### src/hdl/mpf_pkg.sv
// Shared constants, payload types and line store write bundle for the midpoint filter.
`default_nettype none

package mpf_pkg;

  localparam int MAX_WIDTH   = 2048;
  localparam int MAX_HEIGHT  = 2048;
  localparam int KERNEL_SIZE = 3;
  localparam int CHANNELS    = 3;
  localparam int CH_W        = 8;
  localparam int PIX_W       = CH_W * CHANNELS;
  localparam int ADDR_W      = $clog2(MAX_WIDTH);
  localparam int ROW_W       = $clog2(MAX_HEIGHT);
  localparam int COORD_W     = 11;
  localparam int CFG_W       = 12;
  localparam int CFG_IDX_W   = 2;
  localparam int MIN_DIM     = 3;
  localparam int WIDTH_RESET  = 640;
  localparam int HEIGHT_RESET = 480;
  localparam int FIFO_DEPTH  = 8;
  localparam int FIFO_AW     = $clog2(FIFO_DEPTH);
  localparam int FIFO_CW     = $clog2(FIFO_DEPTH + 1);
  localparam int RES_LAT     = 4;   // stages from window shift to queue push

  localparam logic [CFG_IDX_W-1:0] REG_IMAGE_WIDTH  = CFG_IDX_W'(0);
  localparam logic [CFG_IDX_W-1:0] REG_IMAGE_HEIGHT = CFG_IDX_W'(1);

  typedef logic [CH_W-1:0]  chan_t;
  typedef logic [PIX_W-1:0] pix_t;

  typedef struct packed {
    chan_t chan_a;
    chan_t chan_b;
    chan_t chan_c;
  } pix_in_t;

  typedef struct packed {
    chan_t              out_a;
    chan_t              out_b;
    chan_t              out_c;
    logic [COORD_W-1:0] out_row;
    logic [COORD_W-1:0] out_col;
  } result_t;

  typedef struct packed {
    logic [COORD_W-1:0] row;
    logic [COORD_W-1:0] col;
  } coord_t;

  // One line store entry: row r-2 in the upper half, row r-1 in the lower half.
  typedef struct packed {
    logic               en;
    logic [ADDR_W-1:0]  addr;
    logic [2*PIX_W-1:0] data;
  } lsw_t;

endpackage

`default_nettype wire

### src/hdl/mpf_lane.sv
// One channel lane: 3x3 minimum and maximum over two stages, then midpoint rounded half to even.
`default_nettype none

module mpf_lane
  import mpf_pkg::*;
(
  input  logic  clk,
  input  chan_t px [KERNEL_SIZE][KERNEL_SIZE],
  output chan_t mid
);

  chan_t row_lo [KERNEL_SIZE];
  chan_t row_hi [KERNEL_SIZE];
  chan_t row_lo_next [KERNEL_SIZE];
  chan_t row_hi_next [KERNEL_SIZE];
  chan_t win_lo, win_hi;
  chan_t win_lo_next, win_hi_next;
  logic [CH_W:0] sum;
  chan_t half;
  chan_t mid_next;

  // Stage A: reduce each window row.
  always_comb begin
    for (int i = 0; i < KERNEL_SIZE; i++) begin
      row_lo_next[i] = px[i][0];
      row_hi_next[i] = px[i][0];
      for (int j = 1; j < KERNEL_SIZE; j++) begin
        if (px[i][j] < row_lo_next[i]) row_lo_next[i] = px[i][j];
        if (px[i][j] > row_hi_next[i]) row_hi_next[i] = px[i][j];
      end
    end
  end

  // Stage B: reduce the row results.
  always_comb begin
    win_lo_next = row_lo[0];
    win_hi_next = row_hi[0];
    for (int i = 1; i < KERNEL_SIZE; i++) begin
      if (row_lo[i] < win_lo_next) win_lo_next = row_lo[i];
      if (row_hi[i] > win_hi_next) win_hi_next = row_hi[i];
    end
  end

  // Stage C: halve the sum; an odd sum over an odd half rounds up to even.
  always_comb begin
    sum      = {1'b0, win_lo} + {1'b0, win_hi};
    half     = sum[CH_W:1];
    mid_next = (sum[0] && half[0]) ? half + chan_t'(1) : half;
  end

  always_ff @(posedge clk) begin
    row_lo <= row_lo_next;
    row_hi <= row_hi_next;
    win_lo <= win_lo_next;
    win_hi <= win_hi_next;
    mid    <= mid_next;
  end

endmodule

`default_nettype wire

### config.mk
export PLATFORM = sky130hd
export DESIGN_NAME = mpf_lane
export DESIGN_NICKNAME = d
export VERILOG_FILES = /design/src/hdl/mpf_pkg.sv /design/src/hdl/mpf_lane.sv
export SDC_FILE = /design/constraint.sdc
export NUM_CORES = 1
export LEC_CHECK = 0
export BUFFER_PORTS_ARGS = -buffer_cell sky130_fd_sc_hd__buf_2
export CAP_MARGIN = 10
export CORE_ASPECT_RATIO = 0.8
export CORE_MARGIN = 2
export CORE_UTILIZATION = 50
export CTS_CLUSTER_DIAMETER = 120
export DETAILED_ROUTE_END_ITERATION = 8
export PLACE_DENSITY = 0.71
export SYNTH_ARGS = -nofsm -noshare
export SYNTH_HDL_FRONTEND = slang
export SYNTH_SLANG_ARGS = --single-unit
### constraint.sdc
create_clock -name clk -period 7.7 [get_ports clk]
set_input_delay 1.54 -clock clk [delete_from_list [all_inputs] [get_ports clk]]
set_output_delay 1.54 -clock clk [all_outputs]
set_load 0.01 [all_outputs]
==> flow_summary.ini <==
[power_and_ir_drop]
power_mw = 2.14
pwr_density_cell_nw_per_um2 = 316
ir_drop_uv = 189
power.leakage_nw = 3.61

[cts]
clockBufferDepth = 2
ctsResizeCount = 0
cts_setup_buffers = 0
cts_sinks = 72
holdBufCountCts = 0
numCtsBuffers = 9
path_clk_slew_ns = 0.06
insertion_delay_ns = 0.33
cts_root_buf = clkbuf_16
cts_tree = built
htreeDepth = 3

[die]
coreArea_um2 = 11500
die_x_um = 125
die_area_um2 = 12700
start_util = 0.512
die_y_um = 101
pin_count = 81
rows = 35

[layout]
final_cell_mix = ha_1 (108), mux2i_1 (96), inv_1 (80), buf_2 (80), dfxtp_1 (72)
antenna_cells = 0
drive_gt1_frac = 0.185
n_fill_cell = 983
synthToLayoutAreaGrowth_pct = 14.6
post-route-util = 0.587
fin_nets = 878
final_common_cell = ha_1

[sta]
rsz0062_at_grt = no
max_freq_ghz = 0.194
fin_skew_ns = 0.00722
fin_crit_ns = 5.16
slew_violations = 0
finalCritPeriodShare = 0.670
hold_viol_final = 0
relSlewSlack = 0.321
setup_viol = 0
tightest_slew_ns = 1.02
tns_ns = 0

[synthesis]
syn_area_um2 = 5900
synth-seq-cells = 72
syn_inst = 612
yosysWarnings = 0
syn_avg_cell_area_um2 = 9.64
ys_seq_area_frac = 0.244
synth_edf_count = 0
synthesis.nets = 794
synth_top_flop_cell = dfxtp_1
synth.distinct_cells = 54
synthArstFlopShare = 0

[critical_path]
crit_slowest_cell = o211ai_1
critPathBufInv = 3
crit_chain = buf_2, inv_1, ha_1, and4b_1, a211oi_1, o211ai_1, buf_4, o21a_1, mux2i_1, ha_1, nor2b_1, o21a_1, o21a_1, o21ai_0, a21oi_2, mux2_2
crit_required_ns = 7.92
cp-start-kind = primary input
slowest_delay_ns = 0.58
critical-path-top-delay-family = compound AO/OA/AOI/OAI gates
critPathKind = in -> reg
path_max_fanout = 8
cp-startpoint = px[42]
reg2reg_from = row_lo[21]
critPathCaptureType = register
arrival_ns = 5.38
cpMostUsedCell = o21a_1

[placed_design]
hpwl_um = 11400
place_congestion = 0.828
place.port_buffers = 80

[global_routing]
gr-usage-all-layers = 0.210
grt_pass1_vias = 4667
grt_antenna_before_repair = 0
grt_pass1_wl_um = 21800
grt_remaining_overflow = 0
grt_start_max_net_pins = 18

[routing]
detail-route-antenna-nets = 0
wl_per_cell_um = 15.7
first_pass_iters = 5
vias = 4690
drtIter0Drc = 180
drc_errors = 0
routed_via_density = 5.52
postRouteWirelength_um = 13300

[run]
cap_violations = 0

[min_path]
hold_class = reg -> reg
holdCritStartpoint = row_hi[5]

[status]
status = complete, no violations
-- Yosys cell counts, drive strengths merged (13+ instances only) --
master / n / share of area
ha: 108 / 0.23
mux2i: 96 / 0.16
inv: 80 / 0.051
dfxtp: 72 / 0.24
a21oi: 38 / 0.036
nor2: 26 / 0.017
a21o: 25 / 0.032
o21ai: 19 / 0.016
o21a: 16 / 0.020
nand4: 14 / 0.015
nor2b: 13 / 0.015
-- cells by family (layout without fill, tap and decap cells) --
| group | Yosys count | in the layout | synth area share |
|---|---|---|---|
| AOI/OAI and AO/OA | 130 | 130 | 0.168 |
| xor gates and xnor gates | 11 | 11 | 0.0163 |
| adders and majority gates | 109 | 109 | 0.232 |
| buffers and inverters | 88 | 177 | 0.0600 |
| DFF | 72 | 72 | 0.244 |
| muxes | 108 | 108 | 0.188 |
| and+or+nand+nor | 94 | 94 | 0.0912 |
-- sequential cells by signal, indices dropped and copies added (netlist names) --
name / flops
row_hi: 24
win_lo: 8
mid: 8
win_hi: 8
row_lo: 24
-- power by group --
group / switching, mW / internal [mW] / leakage [nW]
sequential: 0.0609 / 0.504 / 0.607
clock: 0.156 / 0.284 / 0.159
combinational: 0.608 / 0.527 / 2.84
-- per-layer routing --
| metal | vias up | share of wire | GRT usage |
|---|---|---|---|
| met5 | - | 0 | 0 |
| met4 | 0 | 0.015 | 0.0658 |
| met3 | 16 | 0.048 | 0.0343 |
| met2 | 104 | 0.46 | 0.360 |
| met1 | 2174 | 0.47 | 0.275 |
| li1 | 2396 | - | - |
-- worst reg2reg max path, cell delays in order (launching register included) --
cell and delay (ns):
dfxtp_1 0.35, inv_1 0.06, ha_1 0.29, a21o_1 0.16, a21o_1 0.21, a221oi_4 0.64, nor2_1 0.08, a21oi_1 0.22
ha_1 0.29, a21o_1 0.17, a21o_1 0.17, a221oi_1 0.38, o31a_1 0.48, mux2i_1 0.26
-- final cells by class --
class / count / area (µm²) / share of cell area
clock inverters: 7 / 96.3 / 0.0142
flip-flops and latches: 72 / 1440 / 0.213
repair buffers: 81 / 408 / 0.0603
inverters: 80 / 300 / 0.0444
clock buffers: 9 / 225 / 0.0333
multi-input cells: 452 / 4110 / 0.607
well taps: 148 / 185 / 0.0274
-- final timing paths --
check	to	slack, ns	depth (start not counted)
worst max register to register	win_lo[7]	3.86	13
worst min-delay path	win_hi[5]	0.47	2
worst min register to register	win_hi[5]	0.47	2
worst max-delay path	row_hi[8]	2.54	16
-- stage by stage --
step	setup WS (ns)	hold slack (ns)	std cells	cell area, µm²
floorplan	3.18	0.436	612	5900
global placement	2.22	0.458	832	6430
detailed placement	2.00	0.463	832	6430
CTS	2.37	0.466	848	6760
global route	2.30	0.492	849	6760
finish	2.54	0.470	849	6760
(Power assumes the default switching activity.)
