## config.mk

```make
export PLATFORM = sky130hd
export DESIGN_NAME = mpf_out_fifo
export DESIGN_NICKNAME = d
export VERILOG_FILES = /design/src/hdl/mpf_pkg.sv /design/src/hdl/mpf_out_fifo.sv
export SDC_FILE = /design/constraint.sdc
export NUM_CORES = 1
export LEC_CHECK = 0
export BUFFER_PORTS_ARGS = -buffer_cell sky130_fd_sc_hd__clkbuf_2
export CORE_MARGIN = 3
export CORE_UTILIZATION = 30
export CTS_CLUSTER_SIZE = 10
export DETAILED_ROUTE_END_ITERATION = 16
export PLACE_DENSITY = 0.47
export SLEW_MARGIN = 20
export SYNTH_ARGS = -nofsm -noshare
export SYNTH_HDL_FRONTEND = slang
export SYNTH_SLANG_ARGS = --single-unit
```

## constraint.sdc

```tcl
create_clock -name clk -period 4.3 [get_ports clk]
set_clock_uncertainty 0.05 [all_clocks]
set_input_delay 0.215 -clock clk [delete_from_list [all_inputs] [get_ports clk]]
set_output_delay 0.215 -clock clk [all_outputs]
set_load 0.005 [all_outputs]
```

## src/hdl/mpf_pkg.sv

```systemverilog
// Shared constants, payload types and line store write bundle for the midpoint filter.
`default_nettype none

package mpf_pkg;

  localparam int MAX_WIDTH   = 2048;
  localparam int MAX_HEIGHT  = 2048;
  localparam int KERNEL_SIZE = 3;
  localparam int CHANNELS    = 3;
  localparam int CH_W        = 8;
  localparam int PIX_W       = CH_W * CHANNELS;
  localparam int ADDR_W      = $clog2(MAX_WIDTH);
  localparam int ROW_W       = $clog2(MAX_HEIGHT);
  localparam int COORD_W     = 11;
  localparam int CFG_W       = 12;
  localparam int CFG_IDX_W   = 2;
  localparam int MIN_DIM     = 3;
  localparam int WIDTH_RESET  = 640;
  localparam int HEIGHT_RESET = 480;
  localparam int FIFO_DEPTH  = 8;
  localparam int FIFO_AW     = $clog2(FIFO_DEPTH);
  localparam int FIFO_CW     = $clog2(FIFO_DEPTH + 1);
  localparam int RES_LAT     = 4;   // stages from window shift to queue push

  localparam logic [CFG_IDX_W-1:0] REG_IMAGE_WIDTH  = CFG_IDX_W'(0);
  localparam logic [CFG_IDX_W-1:0] REG_IMAGE_HEIGHT = CFG_IDX_W'(1);

  typedef logic [CH_W-1:0]  chan_t;
  typedef logic [PIX_W-1:0] pix_t;

  typedef struct packed {
    chan_t chan_a;
    chan_t chan_b;
    chan_t chan_c;
  } pix_in_t;

  typedef struct packed {
    chan_t              out_a;
    chan_t              out_b;
    chan_t              out_c;
    logic [COORD_W-1:0] out_row;
    logic [COORD_W-1:0] out_col;
  } result_t;

  typedef struct packed {
    logic [COORD_W-1:0] row;
    logic [COORD_W-1:0] col;
  } coord_t;

  // One line store entry: row r-2 in the upper half, row r-1 in the lower half.
  typedef struct packed {
    logic               en;
    logic [ADDR_W-1:0]  addr;
    logic [2*PIX_W-1:0] data;
  } lsw_t;

endpackage

`default_nettype wire

```

## src/hdl/mpf_out_fifo.sv

```systemverilog
// Result queue in front of the output channel.
`default_nettype none

module mpf_out_fifo
  import mpf_pkg::*;
(
  input  logic    clk,
  input  logic    rst,
  input  logic    push,
  input  result_t push_data,
  output logic    out_valid,
  input  logic    out_stall,
  output result_t out_data
);

  result_t              mem [FIFO_DEPTH];
  logic [FIFO_AW-1:0]   wr_ptr, rd_ptr;
  logic [FIFO_CW-1:0]   count;
  logic                 pop;

  assign out_valid = (count != '0);
  assign out_data  = mem[rd_ptr];
  assign pop       = out_valid && !out_stall;

  always_ff @(posedge clk) begin
    if (push) begin
      mem[wr_ptr] <= push_data;
    end
  end

  always_ff @(posedge clk) begin
    if (rst) begin
      wr_ptr <= '0;
      rd_ptr <= '0;
      count  <= '0;
    end else begin
      if (push) wr_ptr <= wr_ptr + FIFO_AW'(1);
      if (pop)  rd_ptr <= rd_ptr + FIFO_AW'(1);
      case ({push, pop})
        2'b10:   count <= count + FIFO_CW'(1);
        2'b01:   count <= count - FIFO_CW'(1);
        default: count <= count;
      endcase
    end
  end

`ifndef SYNTHESIS
  a_no_overflow: assert property (@(posedge clk) disable iff (rst)
    push |-> (count != FIFO_CW'(FIFO_DEPTH) || pop))
    else $error("result queue overflow");

  a_pop_drains: assert property (@(posedge clk) disable iff (rst)
    (pop && !push) |=> (count == $past(count) - FIFO_CW'(1)))
    else $error("result queue count did not drop on pop");

  a_stall_holds_word: assert property (@(posedge clk) disable iff (rst)
    (out_valid && out_stall) |=> (out_valid && $stable(out_data)))
    else $error("stalled result word changed");
`endif

endmodule

`default_nettype wire

```

==> summary.txt, run 1 <==
Final ANT Viol Nets -> 0
Hold Fails Final Rpt -> 0
Internal cell power -> 0.00707 W
Comb pwr share -> 17.6%
Yosys reg bits -> 381
CP Capture Type -> primary output
Rel. slew slack -> 33.1%
Layout net count -> 837
Status -> finished, final reports clean
Via-to-Cell Ratio -> 4.70
Clk network pwr share -> 35.6%
Fin area -> 0.0177 mm²
Clock Path Buffers -> 3
Top Ports -> 97
Place WS -> 1470 ps
Critical Path Start Type -> flop
Sw Share -> 23.6%
Most frequent cells in the layout -> edfxtp_1, clkbuf_2, mux4_1, dlygate4sd3_1, mux2_2
Initial Util -> 30.6%
H-tree Lvls -> 2
Finished Core Util -> 36.9%
Final period utilization -> 69.7%
CTS Sinks -> 381
Area growth from synthesis to layout -> 20.7%
Arr. time, crit path -> 2730 ps
Total congestion overflow -> 0
Synth Instances -> 603
IO Port Bufs -> 96
Maximum VDD drop -> 225 µV
Placed Area -> 0.0160 mm²
Worst setup margin -> 1300 ps
Pin count of the biggest net entering global routing -> 47
Req. time, crit path -> 4030 ps
Die Wd -> 227 µm
Die height -> 227 µm
Worst-path clk slew -> 50 ps
Kind of critical path -> flop to primary output
Pwr dens -> 522 mW/mm²
Slew @ Worst Pin -> 1000 ps
Core ar. -> 0.0480 mm²
DP Cell Count -> 1301
Synth cell types -> 30
WL final -> 31700 µm
Crit. path cell count -> 4
Hold Buf Count CTS -> 49
R2r worst-path depth -> 9
CP max stage cell -> mux4_1
Final Wtd Congestion -> 0.682
CTS Root Cell -> clkbuf_16
First-pass GRT wire length -> 46400 µm
Post-synthesis cell area -> 0.0147 mm²
Routed WL per cell -> 22.5 µm
Hold Path Cell Cnt -> 2
Non-filler cells, final -> 1413
Initial antenna violation count -> 2
TritonCTS buffer count -> 45
Later-pin clock latency in the skew report -> 540 ps
Final setup TNS -> 0 ps
Number of max-cap violations -> 0
RSZ-0062 raised after global routing -> false
FMAX -> 0.334 GHz
Most common cell after layout, fill and taps aside -> edfxtp_1
Final setup vio count -> 0
Syn nets -> 658
Initial DRC count -> 322
Ys Warns -> 0
CP max stage delay -> 620 ps
CP cell instances -> buf_4, mux4_1, mux2_2, clkbuf_2
Syn_area_per_cell -> 24.4 µm²
Vias in the first global route -> 7127
Drt first pass iters -> 4
Total Routing Usage GR -> 12.5%
Post-CTS setup buffers -> 0
Share of cells above drive strength 1 -> 31.7%
Final Slew Violations -> 0
Sw Pwr -> 0.00219 W
Worst Path Buf+Inv -> 2
Critical path fanouts, max -> 30
Part of the power in registers -> 46.8%
Rows -> 80
TritonCTS clock tree -> yes
Die area -> 0.0517 mm²
Sequential area share after synthesis -> 77.0%
Final Critical Period -> 3000 ps
Worst min path class -> input pin to flop
CP delay by family, top -> multiplexers
Static leakage -> 5.76 nW
DPL Wire Length -> 17100 µm
DRC -> 0
Routed vias -> 6638
Post-cts sizing count -> 0
## worst paths after layout
check | start | end | slack (ps)
max reg2reg | count[1] | count[2] | 1430
max | flop | out_data[21] | 1300
min | push_data[45] | mem[1][45] | 420
min reg2reg | rd_ptr[1] | flop | 450
## stage by stage
| stage | hold WS, ps | power, W |
|---|---|---|
| finish | 423 | 0.00926 |
| global route | 416 | 0.00970 |
| CTS | 378 | 0.00944 |
| detailed placement | 443 | 0.00606 |
| global placement | 420 | 0.00599 |
| floorplan | 264 | 0.00558 |
## area by class of cell
| cell class | count | area, µm² |
|---|---|---|
| Antenna cell | 1 | 2.50 |
| Multi-Input combinational cell | 193 | 3220 |
| Tap cell | 615 | 769 |
| Clock buffer | 55 | 1160 |
| Fill cell | 4360 | 30300 |
| Inverter | 2 | 7.51 |
| Timing Repair Buffer | 159 | 1160 |
| Sequential cell | 381 | 11300 |
| Clock inverter | 7 | 81.3 |
## state kept, by name, indices dropped and copies added, names as in the netlist, named ones only
| name | flops |
|---|---|
| mem | 368 |
| count | 4 |
| rd_ptr | 3 |
| wr_ptr | 3 |
## kinds of logic after synthesis
| family | after synthesis | share of synthesized area (%) |
|---|---|---|
| AO/OA/AOI/OAI | 7 | 0.290 |
| XOR/XNOR | 7 | 0.417 |
| adder cells (fa/ha/maj) | 5 | 0.426 |
| buffers and inverters | 29 | 1.49 |
| flip-flops | 381 | 77.0 |
| multiplexers | 142 | 19.4 |
| AND/OR/NAND/NOR | 32 | 1.00 |
## Yosys cell counts
cell type	instances	share of area [%]
nor3b_1	1	0.051
buf_12	2	0.27
o41ai_1	1	0.060
buf_2	2	0.068
buf_6	1	0.077
inv_1	2	0.051
mux2i_1	2	0.14
ha_1	5	0.43
edfxtp_1	368	75
xnor2_1	3	0.18
mux4_1	58	10
o21ai_0	2	0.068
buf_8	6	0.61
a41oi_1	1	0.060
nand2_1	5	0.13
nor4b_1	1	0.060
xor2_1	4	0.24
clkbuf_1	8	0.20
nor2b_1	1	0.043
nor3_1	3	0.10
nand2b_1	3	0.13
buf_1	8	0.20
nor2_1	16	0.41
mux2_2	47	3.6
mux4_2	34	5.2
mux2_1	1	0.077
dfxtp_1	13	1.8
or3_1	1	0.043
a21oi_1	3	0.10
nor4_1	1	0.043
## power by group through the flow
stage	registers (W)	logic [W]	clock network, W
after global placement	0.00439	0.00160	0
final	0.00433	0.00163	0.00329
after detailed placement	0.00441	0.00165	0
after floorplan	0.00432	0.00126	0
after global routing	0.00435	0.00179	0.00356
after CTS	0.00434	0.00169	0.00342
## routing by layer
| metal | global-route usage, % | share of wire [%] | vias up |
|---|---|---|---|
| met5 | 0 | 0.022 | - |
| met4 | 4.21 | 2.2 | 2 |
| met3 | 2.62 | 4.2 | 49 |
| met2 | 21.1 | 50 | 133 |
| met1 | 16.1 | 44 | 3495 |
| li1 | - | - | 2959 |
(Power assumes the default switching activity.)
==> run 2, diff against run 1 <==
==> constraint.sdc (replaced) <==
create_clock -name clk -period 2.42 [get_ports clk]
set_clock_uncertainty 0.05 [all_clocks]
set_input_delay 0.121 -clock clk [delete_from_list [all_inputs] [get_ports clk]]
set_output_delay 0.121 -clock clk [all_outputs]
set_load 0.005 [all_outputs]
==> run 2 against run 1 <==
  * Wire length grew 7.4%
  * Sequential power grew 76%
  * Worst setup slack worse by 1300 ps
  * First-iteration DRC count is 64% higher
  * Cell count rose by 2.1%
  * Count of clock-buffer cells in the layout is 2 lower
  * Power grew 93%
  * Core utilization is 1.1 points higher
  * The run now ends with negative setup slack left
==> summary.txt, run 2 (synthesized netlist as in run 1, its figures left out) <==
Status -> complete, but fails checks
Violated checks -> negative setup slack
Req. time, crit path -> 2250 ps
Most frequent cells in the layout -> edfxtp_1, clkbuf_2, mux4_2, dlygate4sd3_1, clkbuf_16
Worst min path class -> input pin to flop
Routed WL per cell -> 23.6 µm
Layout net count -> 867
R2R Setup Slk -> 40 ps
Reg2Reg Launch Point -> count[2]
Die height -> 227 µm
Arr. time, crit path -> 2270 ps
DPL Wire Length -> 17300 µm
Final Wtd Congestion -> 0.677
Maximum VDD drop -> 449 µV
Final Slew Violations -> 0
Kind of critical path -> flop to primary output
CP Capture Type -> primary output
TritonCTS buffer count -> 45
Most frequent CP cell -> buf_12
Rows -> 80
Final period utilization -> 101%
Total congestion overflow -> 0
Number of max-cap violations -> 0
Initial DRC count -> 527
Hold Path Cell Cnt -> 2
IO Port Bufs -> 96
Initial Util -> 30.6%
Top Ports -> 97
Final Critical Period -> 2450 ps
Routed vias -> 6867
Later-pin clock latency in the skew report -> 550 ps
Area growth from synthesis to layout -> 24.4%
Most common cell after layout, fill and taps aside -> edfxtp_1
Initial antenna violation count -> 3
CTS Root Cell -> clkbuf_16
RSZ-0062 raised after global routing -> true
Rel. slew slack -> 67.5%
Core ar. -> 0.0480 mm²
Total Routing Usage GR -> 13.4%
Worst-path clk slew -> 50 ps
R2r endpoint -> count[2]
Min-delay src -> push_data[34]
CP max stage delay -> 510 ps
Pin count of the biggest net entering global routing -> 49
FMAX -> 0.409 GHz
Largest register FFs -> 368
Finished Core Util -> 38.0%
Hold endpoint -> mem[2][34]
H-tree Lvls -> 2
CP cell instances -> buf_12, buf_12, buf_16, mux4_2, mux2_4, clkbuf_2
Filler cell count -> 4329
Drt first pass iters -> 5
Place WS -> -53.1 ps
Final ANT Viol Nets -> 0
Regs by FF count -> mem (368), count (4)
Die area -> 0.0517 mm²
Worst setup margin -> -25.1 ps
Critical path fanouts, max -> 6
TritonCTS clock tree -> yes
Slew @ Worst Pin -> 488 ps
Largest Register -> mem
R2r worst-path depth -> 9
WL final -> 34100 µm
Pwr dens -> 978 mW/mm²
Static leakage -> 5.98 nW
DRC -> 0
Share of cells above drive strength 1 -> 39.4%
Via-to-Cell Ratio -> 4.76
Final setup vio count -> 8
Critical Path Start Type -> flop
Clock Path Buffers -> 3
CTS Sinks -> 381
CP max stage cell -> mux4_2
First-pass GRT wire length -> 50200 µm
Vias in the first global route -> 7615
Hold Fails Final Rpt -> 0
Die Wd -> 227 µm
## run 2: critical path: cells and delay by family, from the launching register on
kind | cells | cell delay (ps)
mux | 2 | 810
buf+inv | 4 | 540
flops | 1 | 380
## run 2: power by group
group / leakage (nW) / total [W] / internal (W) / switching, W
combinational: 1.93 / 0.00446 / 0.00265 / 0.00181
clock: 0.603 / 0.00582 / 0.00344 / 0.00238
sequential: 3.45 / 0.00760 / 0.00747 / 0.000133
total: 5.98 / 0.0179 / 0.0136 / 0.00433
## run 2: timing repair
item | in CTS | in global routing
endpoints found under the setup margin | 48 | 46
buffers inserted | 7 | 0
resized for setup | 74 | 27
hold endpoints to repair | 381 | 0
pin swaps | 1 | 0
gates cloned | 11 | 1
hold buffers | 50 | 0
## run 2: routing by layer
layer / up-vias / global-route usage (%) / routed length, µm
li1: 2983 / - / -
met1: 3671 / 17.6 / 14800
met2: 157 / 22.8 / 17000
met3: 54 / 3.02 / 1590
met4: 2 / 3.58 / 665
met5: - / 0 / 13
## run 2: worst max path at each step
stage / from / endpoint / slack [ps] / depth (start not counted)
finish: flop / out_data[0] / -30 / 6
global route: flop / out_data[5] / -110 / 6
CTS: flop / out_data[5] / -80 / 6
detailed placement: count[1] / count[2] / -50 / 9
global placement: count[1] / count[2] / 160 / 9
floorplan: wr_ptr[0] / mem[3][0] / -570 / 2
## run 2: area by class of cell
class                      instances  area (µm²)  area share, %
antenna                            2        5.00         0.0274
clock buffer                      53        1200           6.56
clock inverter                     7        32.5          0.178
inverter                           2        7.51         0.0411
multi-input combinational        193        3200           17.5
sequential                       381       11300           61.9
tap                              615         769           4.21
timing repair buffer             189        1740           9.53
## run 2: per-stage QoR
stage	TNS (ps)	area (µm²)	power (W)	instances	hold slack (ps)
after global routing	-2690	18300	0.0187	1442	336
final	-104	18300	0.0179	1442	340
after CTS	-1460	18200	0.0180	1439	302
after detailed placement	-53.1	16100	0.0108	1311	344
after floorplan	-184090	14700	0.00991	603	170
after global placement	0	16100	0.0107	1311	329
==> run 3, diff against run 2 <==
--- a/config.mk
+++ b/config.mk
@@ -8,6 +8,7 @@
 export BUFFER_PORTS_ARGS = -buffer_cell sky130_fd_sc_hd__clkbuf_2
 export CORE_MARGIN = 3
 export CORE_UTILIZATION = 30
+export CTS_BUF_LIST = sky130_fd_sc_hd__clkbuf_16
 export CTS_CLUSTER_SIZE = 10
 export DETAILED_ROUTE_END_ITERATION = 16
 export PLACE_DENSITY = 0.47
==> run 3 against run 2 <==
  * The flow still finishes with violations (negative setup slack)
  * Count of clock-buffer cells in the layout fell by 6
  * Die area did not move
  * Via count rose by 0.36%
  * Cell count unchanged
  * Flip-flop and latch count unchanged
  * First-iteration DRC count shrank 4.4%
  * Critical path depth stayed put
  * Sequential share of layout area unchanged
  * Combinational power is essentially flat
  * Core utilization unchanged
  * Wire length increased by 0.24%
  * Cell area is the same
==> summary.txt, run 3 (synthesized netlist as in run 1, its figures left out) <==
Worst-path clk slew -> 50 ps
Most frequent cells in the layout -> edfxtp_1, clkbuf_2, mux4_2, dlygate4sd3_1, clkbuf_16
WL final -> 34200 µm
Share of cells above drive strength 1 -> 39.4%
Initial Util -> 30.6%
Worst setup margin -> -27.5 ps
Final Critical Period -> 2450 ps
TritonCTS buffer count -> 45
Critical Path Start Type -> flop
Rows -> 80
Total congestion overflow -> 0
IO Port Bufs -> 96
Number of max-cap violations -> 0
Critical path fanouts, max -> 6
Area growth from synthesis to layout -> 24.4%
Clk network pwr share -> 32.5%
Sw Pwr -> 0.00433 W
Pwr dens -> 977 mW/mm²
Worst min path class -> input pin to flop
Fin area -> 0.0183 mm²
Via-to-Cell Ratio -> 4.78
Rel. slew slack -> 67.4%
Comb pwr share -> 25.0%
Internal cell power -> 0.0135 W
Most common cell after layout, fill and taps aside -> edfxtp_1
Place WS -> -53.1 ps
Layout net count -> 867
Kind of critical path -> flop to primary output
FMAX -> 0.409 GHz
H-tree Lvls -> 2
CP Capture Type -> primary output
Hold slack -> 340 ps
Arr. time, crit path -> 2280 ps
Final setup vio count -> 8
DRC -> 0
Die area -> 0.0517 mm²
Static leakage -> 6.00 nW
Die height -> 227 µm
Maximum VDD drop -> 449 µV
Status -> complete, but fails checks
Sw Share -> 24.3%
TritonCTS clock tree -> yes
Hold Fails Final Rpt -> 0
Later-pin clock latency in the skew report -> 550 ps
Routed WL per cell -> 23.7 µm
Routed vias -> 6892
Initial DRC count -> 504
CTS Sinks -> 381
Placed Area -> 0.0161 mm²
Clock Path Buffers -> 3
Total Routing Usage GR -> 13.4%
RSZ-0062 raised after global routing -> true
Die Wd -> 227 µm
First-pass GRT wire length -> 50200 µm
Slew @ Worst Pin -> 489 ps
DPL Wire Length -> 17300 µm
Violated checks -> negative setup slack
Largest Register -> mem
Initial antenna violation count -> 3
Regs by FF count -> mem (368), count (4)
Drt first pass iters -> 4
Core ar. -> 0.0480 mm²
Final ANT Viol Nets -> 0
CTS Root Cell -> clkbuf_16
Final period utilization -> 101%
Largest register FFs -> 368
Final Slew Violations -> 0
Vias in the first global route -> 7615
Part of the power in registers -> 42.6%
Top Ports -> 97
Pin count of the biggest net entering global routing -> 49
Req. time, crit path -> 2250 ps
Final Wtd Congestion -> 0.677
run 3: stage by stage:
step	power, W	instances	util, %	TNS, ps
4_1_cts	0.0180	1439	38.0	-1470
3_3_place_gp	0.0107	1311	33.5	0
5_1_grt	0.0187	1442	38.0	-2700
2_1_floorplan	0.00991	603	-	-184090
3_5_place_dp	0.0108	1311	33.5	-53.1
6_report	0.0179	1442	38.0	-100
run 3: worst paths after layout:
path	startpoint	end	slack (ps)	cells after the start
worst min-delay path	push_data[34]	mem[2][34]	340	2
worst max-delay path	flop	out_data[0]	-30	6
worst min register to register	rd_ptr[2]	flop	460	2
worst max register to register	count[2]	count[2]	40	9
run 3: timing repair:
item / in CTS / in global routing
gates resized for setup: 74 / 27
cloned: 11 / 1
pin swaps: 1 / 0
hold endpoints to repair: 381 / 0
setup buffers: 7 / 0
hold buffers: 50 / 0
endpoints found under the setup margin: 48 / 46
run 3: layer usage:
metal / track usage [%] / vias up / part of all wire (%)
met5: 0 / - / 0.038
met4: 3.58 / 2 / 2.0
met3: 3.02 / 56 / 4.5
met2: 22.8 / 167 / 50
met1: 17.6 / 3686 / 43
li1: - / 2981 / -
run 3: area by class of cell:
| cell class | instances | area (µm²) |
|---|---|---|
| well taps | 615 | 769 |
| diodes | 2 | 5.00 |
| flip-flops and latches | 381 | 11300 |
| fillers | 4329 | 29800 |
| clock inverters | 13 | 55.1 |
| clock buffers | 47 | 1180 |
| repair buffers | 189 | 1740 |
| multi-input cells | 193 | 3200 |
| inverters | 2 | 7.51 |
run 3: power groups by stage:
stage / combinational [W] / sequential [W] / clock [W]
floorplan: 0.00225 / 0.00766 / 0
global placement: 0.00306 / 0.00768 / 0
detailed placement: 0.00314 / 0.00771 / 0
CTS: 0.00444 / 0.00758 / 0.00600
global route: 0.00480 / 0.00761 / 0.00627
finish: 0.00446 / 0.00760 / 0.00580
run 3: worst max-delay path, cell delays in order, from the launching register on:
cell and delay (ps):
dfxtp_4 380, buf_12 130, buf_12 140, buf_16 150
mux4_2 510, mux2_4 300, clkbuf_2 120
